[src/design/dsst_pkg.sv]
// ----------------------------------------------------------------------------
// dsst_pkg
// shared types, widths and codes of the daily schedule switch timer
// ----------------------------------------------------------------------------
package dsst_pkg;

  localparam int SLOTS    = 10;
  localparam int SWITCHES = 2;
  localparam int ENTRIES  = SLOTS * SWITCHES;

  localparam int ADDR_W = (ENTRIES > 1) ? $clog2(ENTRIES) : 1;
  localparam int SLOT_W = (SLOTS > 1) ? $clog2(SLOTS) : 1;
  localparam int SW_W   = (SWITCHES > 1) ? $clog2(SWITCHES) : 1;

  localparam int TPS_W   = 10;
  localparam int HOUR_W  = 5;
  localparam int MIN_W   = 6;
  localparam int SEC_W   = 6;
  localparam int BYTE_W  = 8;
  localparam int ENTRY_W = 4 * BYTE_W;

  localparam logic [TPS_W-1:0]   TPS_RESET    = TPS_W'(1000);
  localparam logic [HOUR_W-1:0]  HOUR_MAX     = HOUR_W'(23);
  localparam logic [MIN_W-1:0]   MINUTE_MAX   = MIN_W'(59);
  localparam logic [SEC_W-1:0]   SECOND_MAX   = SEC_W'(59);
  localparam logic [ENTRY_W-1:0] SLOT_DISABLED = '1;

  typedef enum logic [1:0] {
    CMD_TICK  = 2'd0,
    CMD_SLOT  = 2'd1,
    CMD_TIME  = 2'd2,
    CMD_FORCE = 2'd3
  } cmd_t;

  // per-switch result of one schedule walk
  typedef struct packed {
    logic            valid;
    logic [SW_W-1:0] sw;
    logic            on_hit;
    logic            off_hit;
    logic            done;
  } hit_t;

endpackage

[src/design/dsst_if.sv]
// ----------------------------------------------------------------------------
// dsst_in_if / dsst_out_if
// valid/ready channels for command beats and result beats
// ----------------------------------------------------------------------------
interface dsst_in_if;
  import dsst_pkg::*;

  logic              valid;
  logic              ready;
  logic [1:0]        command;
  logic              switch_sel;
  logic [3:0]        slot;
  logic [BYTE_W-1:0] on_hour;
  logic [BYTE_W-1:0] on_minute;
  logic [BYTE_W-1:0] off_hour;
  logic [BYTE_W-1:0] off_minute;
  logic [HOUR_W-1:0] set_hour;
  logic [MIN_W-1:0]  set_minute;
  logic [SEC_W-1:0]  set_second;
  logic [1:0]        force_levels;

  modport source (
    output valid, command, switch_sel, slot, on_hour, on_minute, off_hour, off_minute,
           set_hour, set_minute, set_second, force_levels,
    input  ready
  );
  modport sink (
    input  valid, command, switch_sel, slot, on_hour, on_minute, off_hour, off_minute,
           set_hour, set_minute, set_second, force_levels,
    output ready
  );
endinterface

interface dsst_out_if;
  import dsst_pkg::*;

  logic              valid;
  logic              ready;
  logic [1:0]        switch_levels;
  logic              status_changed;
  logic [HOUR_W-1:0] clock_hour;
  logic [MIN_W-1:0]  clock_minute;
  logic [SEC_W-1:0]  clock_second;

  modport source (
    output valid, switch_levels, status_changed, clock_hour, clock_minute, clock_second,
    input  ready
  );
  modport sink (
    input  valid, switch_levels, status_changed, clock_hour, clock_minute, clock_second,
    output ready
  );
endinterface

[src/design/dsst_sched_mem.sv]
// ----------------------------------------------------------------------------
// dsst_sched_mem
// schedule slot memory, one write and one registered read port,
// per-entry valid bits so unwritten slots read as disabled
// ----------------------------------------------------------------------------
module dsst_sched_mem (
  input  logic                          clk,
  input  logic                          rst_n,
  input  logic                          wr_en,
  input  logic [dsst_pkg::ADDR_W-1:0]   wr_addr,
  input  logic [dsst_pkg::ENTRY_W-1:0]  wr_data,
  input  logic                          rd_en,
  input  logic [dsst_pkg::ADDR_W-1:0]   rd_addr,
  output logic [dsst_pkg::ENTRY_W-1:0]  rd_data
);
  import dsst_pkg::*;

  logic [ENTRY_W-1:0] mem [ENTRIES];
  logic [ENTRIES-1:0] vld_r;
  logic [ENTRY_W-1:0] rd_data_r;

  always_ff @(posedge clk) begin
    if (!rst_n) begin
      vld_r <= '0;
    end else if (wr_en) begin
      vld_r[wr_addr] <= 1'b1;
    end
  end

  always_ff @(posedge clk) begin
    if (wr_en) begin
      mem[wr_addr] <= wr_data;
    end
    if (rd_en) begin
      rd_data_r <= vld_r[rd_addr] ? mem[rd_addr] : SLOT_DISABLED;
    end
  end

  assign rd_data = rd_data_r;

endmodule

[src/design/dsst_scan.sv]
// ----------------------------------------------------------------------------
// dsst_scan
// schedule walker: reads one slot a cycle and matches it against the clock,
// reporting on/off hits at the end of each switch's slots
// ----------------------------------------------------------------------------
module dsst_scan (
  input  logic                          clk,
  input  logic                          rst_n,
  input  logic                          start,
  input  logic [dsst_pkg::HOUR_W-1:0]   hour,
  input  logic [dsst_pkg::MIN_W-1:0]    minute,
  output logic                          rd_en,
  output logic [dsst_pkg::ADDR_W-1:0]   rd_addr,
  input  logic [dsst_pkg::ENTRY_W-1:0]  rd_data,
  output dsst_pkg::hit_t                hit
);
  import dsst_pkg::*;

  logic              issue_r;
  logic [ADDR_W-1:0] addr_r;
  logic [SLOT_W-1:0] slot_r;
  logic [SW_W-1:0]   sw_r;
  logic              pend_r;
  logic [SW_W-1:0]   pend_sw_r;
  logic              pend_last_r;
  logic              on_acc_r;
  logic              off_acc_r;

  logic              slot_end;
  logic              on_m;
  logic              off_m;
  logic [BYTE_W-1:0] hour_b;
  logic [BYTE_W-1:0] min_b;

  assign slot_end = (slot_r == SLOT_W'(SLOTS - 1));
  assign hour_b   = BYTE_W'(hour);
  assign min_b    = BYTE_W'(minute);

  // slot layout: on_hour, on_minute, off_hour, off_minute from msb down
  assign on_m  = (rd_data[31:24] == hour_b) && (rd_data[23:16] == min_b);
  assign off_m = (rd_data[15:8] == hour_b) && (rd_data[7:0] == min_b);

  assign rd_en   = issue_r;
  assign rd_addr = addr_r;

  always_ff @(posedge clk) begin
    if (!rst_n) begin
      issue_r     <= 1'b0;
      pend_r      <= 1'b0;
      addr_r      <= '0;
      slot_r      <= '0;
      sw_r        <= '0;
      pend_sw_r   <= '0;
      pend_last_r <= 1'b0;
      on_acc_r    <= 1'b0;
      off_acc_r   <= 1'b0;
    end else begin
      pend_r <= issue_r;
      if (start) begin
        issue_r   <= 1'b1;
        addr_r    <= '0;
        slot_r    <= '0;
        sw_r      <= '0;
        on_acc_r  <= 1'b0;
        off_acc_r <= 1'b0;
      end else if (issue_r) begin
        pend_sw_r   <= sw_r;
        pend_last_r <= slot_end;
        addr_r      <= addr_r + ADDR_W'(1);
        if (slot_end) begin
          slot_r <= '0;
          sw_r   <= sw_r + SW_W'(1);
          if (sw_r == SW_W'(SWITCHES - 1)) begin
            issue_r <= 1'b0;
          end
        end else begin
          slot_r <= slot_r + SLOT_W'(1);
        end
      end
      if (pend_r) begin
        if (pend_last_r) begin
          on_acc_r  <= 1'b0;
          off_acc_r <= 1'b0;
        end else begin
          on_acc_r  <= on_acc_r | on_m;
          off_acc_r <= off_acc_r | off_m;
        end
      end
    end
  end

  always_comb begin
    hit.valid   = pend_r && pend_last_r;
    hit.sw      = pend_sw_r;
    hit.on_hit  = on_acc_r | on_m;
    hit.off_hit = off_acc_r | off_m;
    hit.done    = pend_r && pend_last_r && (pend_sw_r == SW_W'(SWITCHES - 1));
  end

endmodule

[src/design/daily_schedule_switch_timer.sv]
// ----------------------------------------------------------------------------
// daily_schedule_switch_timer
// sequencing: slot writes, time loads, forces and ticks that do
//   not finish a second go straight to the emit state; a tick that starts a
//   new second first runs the one-slot-per-cycle walk over the schedule memory
// handshake: no new beat while one is in work
// reset: synchronous active-low rst_n clears clock, prescaler and switches,
//   marks all slots disabled and loads 1000 ticks per second
// ----------------------------------------------------------------------------
module daily_schedule_switch_timer (
  input  logic                        clk,
  input  logic                        rst_n,
  input  logic                        cfg_we,
  input  logic [dsst_pkg::TPS_W-1:0]  cfg_wdata,
  dsst_in_if.sink                     in_bus,
  dsst_out_if.source                  out_bus
);
  import dsst_pkg::*;

  typedef enum logic [2:0] {
    ST_IDLE = 3'b001,
    ST_SCAN = 3'b010,
    ST_EMIT = 3'b100
  } state_t;

  state_t state_r;

  logic [TPS_W-1:0]    tps_r;
  logic [TPS_W-1:0]    prescale_r;
  logic [HOUR_W-1:0]   hour_r;
  logic [MIN_W-1:0]    min_r;
  logic [SEC_W-1:0]    sec_r;
  logic [SWITCHES-1:0] sw_state_r;
  logic                changed_r;

  logic                out_valid_r;
  logic [1:0]          out_levels_r;
  logic                out_changed_r;
  logic [HOUR_W-1:0]   out_hour_r;
  logic [MIN_W-1:0]    out_min_r;
  logic [SEC_W-1:0]    out_sec_r;

  logic                accept;
  logic [TPS_W-1:0]    prescale_nxt;
  logic                new_second;
  logic [HOUR_W-1:0]   hour_nxt;
  logic [MIN_W-1:0]    min_nxt;
  logic [SEC_W-1:0]    sec_nxt;
  logic                slot_we;
  logic [ADDR_W-1:0]   slot_waddr;
  logic [ENTRY_W-1:0]  slot_wdata;
  logic                scan_start;
  logic                rd_en;
  logic [ADDR_W-1:0]   rd_addr;
  logic [ENTRY_W-1:0]  rd_data;
  hit_t                hit;
  logic                cur_bit;
  logic                mid_bit;
  logic                hit_chg;

  assign in_bus.ready = (state_r == ST_IDLE) && (!out_valid_r || out_bus.ready);
  assign accept       = in_bus.valid && in_bus.ready;

  assign prescale_nxt = prescale_r + TPS_W'(1);
  assign new_second   = (prescale_nxt >= tps_r) || (prescale_nxt == '0);

  // next second of the day
  always_comb begin
    hour_nxt = hour_r;
    min_nxt  = min_r;
    sec_nxt  = sec_r + SEC_W'(1);
    if (sec_r >= SECOND_MAX) begin
      sec_nxt = '0;
      min_nxt = min_r + MIN_W'(1);
      if (min_r >= MINUTE_MAX) begin
        min_nxt  = '0;
        hour_nxt = (hour_r >= HOUR_MAX) ? '0 : hour_r + HOUR_W'(1);
      end
    end
  end

  assign slot_we    = accept && (cmd_t'(in_bus.command) == CMD_SLOT)
                      && (32'(in_bus.switch_sel) < SWITCHES) && (32'(in_bus.slot) < SLOTS);
  assign slot_waddr = ADDR_W'(ADDR_W'(in_bus.switch_sel) * ADDR_W'(SLOTS))
                      + ADDR_W'(in_bus.slot);
  assign slot_wdata = {in_bus.on_hour, in_bus.on_minute, in_bus.off_hour, in_bus.off_minute};
  assign scan_start = accept && (cmd_t'(in_bus.command) == CMD_TICK) && new_second;

  dsst_sched_mem u_mem (
    .clk     (clk),
    .rst_n   (rst_n),
    .wr_en   (slot_we),
    .wr_addr (slot_waddr),
    .wr_data (slot_wdata),
    .rd_en   (rd_en),
    .rd_addr (rd_addr),
    .rd_data (rd_data)
  );

  dsst_scan u_scan (
    .clk     (clk),
    .rst_n   (rst_n),
    .start   (scan_start),
    .hour    (hour_r),
    .minute  (min_r),
    .rd_en   (rd_en),
    .rd_addr (rd_addr),
    .rd_data (rd_data),
    .hit     (hit)
  );

  // turn on first, then off, within the same second
  assign cur_bit = sw_state_r[hit.sw];
  assign mid_bit = cur_bit | hit.on_hit;
  assign hit_chg = (hit.on_hit && !cur_bit) || (hit.off_hit && mid_bit);

  always_ff @(posedge clk) begin
    if (!rst_n) begin
      tps_r <= TPS_RESET;
    end else if (cfg_we) begin
      tps_r <= cfg_wdata;
    end
  end

  always_ff @(posedge clk) begin
    if (!rst_n) begin
      state_r    <= ST_IDLE;
      prescale_r <= '0;
      hour_r     <= '0;
      min_r      <= '0;
      sec_r      <= '0;
      sw_state_r <= '0;
      changed_r  <= 1'b0;
    end else begin
      unique case (state_r)
        ST_IDLE: begin
          if (accept) begin
            changed_r <= 1'b0;
            state_r   <= ST_EMIT;
            case (cmd_t'(in_bus.command))
              CMD_TICK: begin
                if (new_second) begin
                  prescale_r <= '0;
                  hour_r     <= hour_nxt;
                  min_r      <= min_nxt;
                  sec_r      <= sec_nxt;
                  state_r    <= ST_SCAN;
                end else begin
                  prescale_r <= prescale_nxt;
                end
              end
              CMD_TIME: begin
                hour_r <= (in_bus.set_hour > HOUR_MAX) ? '0 : in_bus.set_hour;
                min_r  <= (in_bus.set_minute > MINUTE_MAX) ? '0 : in_bus.set_minute;
                sec_r  <= (in_bus.set_second > SECOND_MAX) ? '0 : in_bus.set_second;
              end
              CMD_FORCE: begin
                sw_state_r <= in_bus.force_levels[SWITCHES-1:0];
              end
              default: begin
              end
            endcase
          end
        end
        ST_SCAN: begin
          if (hit.valid) begin
            sw_state_r[hit.sw] <= mid_bit & ~hit.off_hit;
            if (hit_chg) begin
              changed_r <= 1'b1;
            end
          end
          if (hit.done) begin
            state_r <= ST_EMIT;
          end
        end
        ST_EMIT: begin
          state_r <= ST_IDLE;
        end
        default: begin
          state_r <= ST_IDLE;
        end
      endcase
    end
  end

  // result beat register
  always_ff @(posedge clk) begin
    if (!rst_n) begin
      out_valid_r <= 1'b0;
    end else if (state_r == ST_EMIT) begin
      out_valid_r <= 1'b1;
    end else if (out_bus.ready) begin
      out_valid_r <= 1'b0;
    end
  end

  always_ff @(posedge clk) begin
    if (state_r == ST_EMIT) begin
      out_levels_r  <= 2'(sw_state_r);
      out_changed_r <= changed_r;
      out_hour_r    <= hour_r;
      out_min_r     <= min_r;
      out_sec_r     <= sec_r;
    end
  end

  assign out_bus.valid          = out_valid_r;
  assign out_bus.switch_levels  = out_levels_r;
  assign out_bus.status_changed = out_changed_r;
  assign out_bus.clock_hour     = out_hour_r;
  assign out_bus.clock_minute   = out_min_r;
  assign out_bus.clock_second   = out_sec_r;

endmodule
[src/flat_wrapper.sv]
// flat-port wrapper written by rule: the top's interface ports become plain ports
module daily_schedule_switch_timer_flat import dsst_pkg::*;
  (clk, rst_n, cfg_we, cfg_wdata, in_bus_valid, in_bus_command, in_bus_switch_sel, in_bus_slot, in_bus_on_hour, in_bus_on_minute, in_bus_off_hour, in_bus_off_minute, in_bus_set_hour, in_bus_set_minute, in_bus_set_second, in_bus_force_levels, in_bus_ready, out_bus_valid, out_bus_switch_levels, out_bus_status_changed, out_bus_clock_hour, out_bus_clock_minute, out_bus_clock_second, out_bus_ready);
  dsst_in_if in_bus_i ();
  dsst_out_if out_bus_i ();
  input  logic clk;
  input  logic rst_n;
  input  logic cfg_we;
  input  logic [dsst_pkg::TPS_W-1:0] cfg_wdata;
  input wire logic [$bits(in_bus_i.valid)-1:0] in_bus_valid;
  input wire logic [$bits(in_bus_i.command)-1:0] in_bus_command;
  input wire logic [$bits(in_bus_i.switch_sel)-1:0] in_bus_switch_sel;
  input wire logic [$bits(in_bus_i.slot)-1:0] in_bus_slot;
  input wire logic [$bits(in_bus_i.on_hour)-1:0] in_bus_on_hour;
  input wire logic [$bits(in_bus_i.on_minute)-1:0] in_bus_on_minute;
  input wire logic [$bits(in_bus_i.off_hour)-1:0] in_bus_off_hour;
  input wire logic [$bits(in_bus_i.off_minute)-1:0] in_bus_off_minute;
  input wire logic [$bits(in_bus_i.set_hour)-1:0] in_bus_set_hour;
  input wire logic [$bits(in_bus_i.set_minute)-1:0] in_bus_set_minute;
  input wire logic [$bits(in_bus_i.set_second)-1:0] in_bus_set_second;
  input wire logic [$bits(in_bus_i.force_levels)-1:0] in_bus_force_levels;
  output wire logic [$bits(in_bus_i.ready)-1:0] in_bus_ready;
  output wire logic [$bits(out_bus_i.valid)-1:0] out_bus_valid;
  output wire logic [$bits(out_bus_i.switch_levels)-1:0] out_bus_switch_levels;
  output wire logic [$bits(out_bus_i.status_changed)-1:0] out_bus_status_changed;
  output wire logic [$bits(out_bus_i.clock_hour)-1:0] out_bus_clock_hour;
  output wire logic [$bits(out_bus_i.clock_minute)-1:0] out_bus_clock_minute;
  output wire logic [$bits(out_bus_i.clock_second)-1:0] out_bus_clock_second;
  input wire logic [$bits(out_bus_i.ready)-1:0] out_bus_ready;
  assign in_bus_i.valid = in_bus_valid;
  assign in_bus_i.command = in_bus_command;
  assign in_bus_i.switch_sel = in_bus_switch_sel;
  assign in_bus_i.slot = in_bus_slot;
  assign in_bus_i.on_hour = in_bus_on_hour;
  assign in_bus_i.on_minute = in_bus_on_minute;
  assign in_bus_i.off_hour = in_bus_off_hour;
  assign in_bus_i.off_minute = in_bus_off_minute;
  assign in_bus_i.set_hour = in_bus_set_hour;
  assign in_bus_i.set_minute = in_bus_set_minute;
  assign in_bus_i.set_second = in_bus_set_second;
  assign in_bus_i.force_levels = in_bus_force_levels;
  assign in_bus_ready = in_bus_i.ready;
  assign out_bus_valid = out_bus_i.valid;
  assign out_bus_switch_levels = out_bus_i.switch_levels;
  assign out_bus_status_changed = out_bus_i.status_changed;
  assign out_bus_clock_hour = out_bus_i.clock_hour;
  assign out_bus_clock_minute = out_bus_i.clock_minute;
  assign out_bus_clock_second = out_bus_i.clock_second;
  assign out_bus_i.ready = out_bus_ready;
  daily_schedule_switch_timer u_core (.clk(clk), .rst_n(rst_n), .cfg_we(cfg_we), .cfg_wdata(cfg_wdata), .in_bus(in_bus_i), .out_bus(out_bus_i));
endmodule
[config.mk]
export PLATFORM = sky130hd
export DESIGN_NAME = daily_schedule_switch_timer_flat
export DESIGN_NICKNAME = d
export VERILOG_FILES = /design/src/design/dsst_pkg.sv /design/src/design/dsst_if.sv /design/src/design/dsst_sched_mem.sv /design/src/design/dsst_scan.sv /design/src/design/daily_schedule_switch_timer.sv /design/src/flat_wrapper.sv
export SDC_FILE = /design/constraint.sdc
export NUM_CORES = 1
export LEC_CHECK = 0
export ABC_AREA = 0
export BUFFER_PORTS_ARGS = -buffer_cell sky130_fd_sc_hd__buf_2
export CORE_MARGIN = 2
export CORE_UTILIZATION = 43
export DETAILED_ROUTE_END_ITERATION = 8
export GPL_ROUTABILITY_DRIVEN = 0
export HOLD_SLACK_MARGIN = 0.02
export PLACE_DENSITY = 0.62
export SLEW_MARGIN = 20
export SYNTH_ARGS = -nofsm -noshare
export SYNTH_HDL_FRONTEND = slang
export SYNTH_SLANG_ARGS = --single-unit
[constraint.sdc]
create_clock -name clk -period 5.3 [get_ports clk]
set_input_delay 0 -clock clk [delete_from_list [all_inputs] [get_ports clk]]
set_output_delay 0 -clock clk [all_outputs]
set_load 0.005 [all_outputs]
==> summary.txt <==
Yosys
  – Count leader, synth: edfxtp_1
  – Synthesized area per cell: 19.6 sq um
  – Area leader, netlist: edfxtp_1
  – Most used DFF post-synth: edfxtp_1
  – Mapped Cells: 1563
  – Synth cell types: 69
  – Post-synth EDFFs: 692
  – Ranking of synthesized cells by area: edfxtp_1 (68%), mux4_2 (14%), dfxtp_1 (5.2%)
  – Syn Std Cell Area: 30600 sq um
  – Commonest cells in the netlist: edfxtp_1 (692), mux4_2 (192), nand2_1 (89)
  – Sequential area share after synthesis: 73.0%
  – Area fraction of the dominant cell type after synthesis: 67.8%
  – Async S/R FF share, synth: 0%
  – Syn_nets: 1654
  – Yosys warns: 0
  – Synth Register Bits: 772

CTS
  – CTS Buffer Depth: 3
  – CTS tree: done
  – Clock sinks: 772
  – H-tree levels: 3
  – CTS root buf: clkbuf_16
  – Clk_lat worst skew: 0.62 ns
  – Clk slew on worst S/H paths: 0.06 ns
  – Clock buffer count from CTS: 80
  – Post-CTS Setup Inserts: 0

Worst setup path
  – CP required: 5.80 ns
  – WS Path Type: reg2reg
  – Slowest stage delay, CP: 0.57 ns
  – CP max FO: 7
  – Most used cell, CP: ha_1
  – Slowest-stage cell, CP: dlygate4sd3_1
  – Setup crit end kind: register
  – Startpoint types: register
  – Arr. time, crit path: 4.09 ns
  – Crit-path cells: ha_1, nand2_1, nor2_1, xor2_1, ha_1, nand4_1, a211o_1, o31ai_1, nor3_1, and2_0, o22ai_1, dlygate4sd3_1

Power and ir drop
  – Logic gate share of total power: 2.4%
  – Sequential share of power: 53.6%
  – Clk pwr share: 44.1%
  – Peak VDD IR: 0.236 mV
  – Internal Pwr Total: 9950 uW
  – Pleak: 0.0113 uW
  – Net Sw Frac: 19.9%
  – Switching power: 2470 uW
  – Pwr per Cell Area: 343 nW/um^2

Finish
  – Nets: 1881
  – P&R area growth vs syn: 18.1%
  – Final Non-Filler Cells: 2796
  – Share of cells above drive strength 1: 26.0%
  – Post-route design area: 36200 sq um

Global route
  – Largest net degree at the start of global routing: 62
  – First-pass GRT wire length: 105000 microns
  – Initial antenna violation count: 5
  – Congestion Overflow GR: 0
  – Vias in the first global route: 15900
  – Total track usage: 19.4%

STA
  – Clock skew: 0.0140 ns
  – Final Worst Setup Slack: 1.71 ns
  – Max Slew Vio Count: 0
  – Period minus WS final: 3.59 ns
  – Slew @ Worst Pin: 0.880 ns
  – Tcrit/Tclk final: 67.8%
  – Worst slew margin: 41.4%
  – RSZ-0062 raised after global routing: no
  – Final setup viols: 0
  – Hold Vio Cnt, Final: 0
  – Max Fclk: 278 MHz
  – Final TNS setup: 0 ns
  – Hold Slack: 0.0496 ns

Placed design
  – DP Cell Count: 2559
  – HPWL after DPL: 45000 microns
  – IO buf count: 94
  – Pre-CTS WS: 2.01 ns
  – Placed Area: 32700 sq um

Floorplanning
  – Die height: 271 microns
  – Core Area: 70300 sq um
  – Initial Util: 43.6%
  – Cell row count: 97
  – Die area: 73400 sq um
  – Die width: 271 microns
  – IO Count: 95

Min path
  – Hold Path Class: in2reg

Routing
  – Vias after detailed routing: 15700
  – Avg WL per Cell: 25.2 microns
  – Final wirelength: 70400 microns
  – DRT Pass-1 Iters: 7
  – DR vias/cell: 5.61
  – Iteration-0 DRC Markers: 1521
  – Final ANT Viol Nets: 0
  – # DRC: 0

Run
  – Max-cap violations: 0

Run status
  – Status: finished, final reports clean
[stage by stage]
step / power (uW) / utilization, %
after floorplan: 6860 / -
after global placement: 7010 / 45.9
after detailed placement: 7020 / 46.6
after CTS: 12500 / 51.5
after global routing: 12800 / 51.5
final: 12400 / 51.5
[path summary, 6_finish.rpt]
kind | startpoint | to | slack, ns | cells past startpoint
min reg2reg | u_core.changed_r | u_core.out_bus.status_changed | 0.45 | 0
max | u_core.prescale_r[0] | u_core.sec_r[3] | 1.71 | 12
max reg2reg | u_core.prescale_r[0] | u_core.sec_r[3] | 1.71 | 12
min | in_bus_command[1] | u_core.prescale_r[9] | 0.05 | 5
[sequential cells by signal, summed over array words and instances (netlist names), 2 cells and up]
name and count:
u_core.u_mem.rd_data 32, u_core.state_r 3, u_core.out_bus.switch_levels 2, u_core.u_mem.vld_r 20, u_core.out_bus.clock_minute 6, u_core.tps_r 10
u_core.prescale_r 10, u_core.sw_state_r 2, u_core.hour_r 5, u_core.out_bus.clock_second 6, u_core.min_r 6, u_core.u_scan.slot_r 4
u_core.u_scan.rd_addr 5, u_core.sec_r 6, u_core.out_bus.clock_hour 5, u_core.u_mem.mem 640
[power groups by stage]
stage	logic (uW)	registers (uW)	clock network, uW
finish	297	6650	5470
global route	323	6650	5810
floorplan	83.1	6780	0
global placement	228	6780	0
CTS	296	6650	5580
detailed placement	243	6780	0
[what timing repair did]
| action | in CTS | in global routing |
|---|---|---|
| gates resized for setup | 0 | 0 |
| hold buffers | 89 | 0 |
| hold endpoints to repair | 676 | 0 |
[cells in the final DEF, fill, tap and decap left out, types with 6 or more instances in the layout]
master | synthesis | layout
mux2i_1 | 48 | 48
nor2b_1 | 9 | 9
clkbuf_1 | 39 | 22
nand2b_1 | 15 | 15
buf_12 | 4 | 9
xor2_1 | 27 | 27
ha_1 | 18 | 18
clkinv_2 | 0 | 12
xnor2_1 | 24 | 24
edfxtp_1 | 692 | 692
dlygate4sd3_1 | 0 | 89
buf_2 | 25 | 94
clkbuf_16 | 0 | 85
inv_1 | 14 | 14
a211oi_1 | 6 | 6
nand3_1 | 16 | 16
nor2_4 | 0 | 20
mux4_2 | 192 | 192
clkinv_1 | 0 | 12
o21a_1 | 21 | 21
buf_16 | 0 | 11
dfxtp_1 | 80 | 74
nor3_1 | 29 | 29
nor2_1 | 52 | 32
o211ai_1 | 8 | 8
a21oi_1 | 25 | 25
nand4_1 | 8 | 8
o21ai_0 | 18 | 18
nand2_1 | 89 | 89
mux4_1 | 6 | 6
buf_4 | 0 | 22
[layer usage]
metal | vias to the layer above | global-route usage, % | share of wire (%)
met5 | - | 0 | 0.038
met4 | 4 | 5.51 | 1.9
met3 | 80 | 4.23 | 7.3
met2 | 540 | 30.2 | 47
met1 | 8223 | 27.6 | 44
li1 | 6839 | - | -
[critical path: cells and delay by family, from the launching register on]
family                     cells  cell delay [ns]
and+or+nand+nor                5             1.22
adders and majority gates      2             0.64
DFF                            1             0.47
AOI/OAI and AO/OA              3             0.41
xor gates and xnor gates       1             0.18
buffers and inverters          1             0.57
[kinds of logic after synthesis]
group | count (synthesis) | synth area share, %
AO/OA/AOI/OAI | 128 | 3.03
XOR/XNOR | 51 | 1.46
adder cells (fa/ha/maj) | 18 | 0.735
buffers and inverters | 97 | 1.60
flip-flops | 772 | 73.0
multiplexers | 247 | 16.2
AND/OR/NAND/NOR | 250 | 3.91
[final cells by class]
cell class,instances,area (sq um)
Inverter,14,52.6
Antenna cell,1,2.50
Tap cell,940,1180
Clock buffer,109,2240
Sequential cell,772,22400
Multi-Input combinational cell,694,7930
Timing Repair Buffer,228,2050
Clock inverter,38,328
Fill cell,5523,34100
Note: power is estimated with default switching activity, not from simulation.
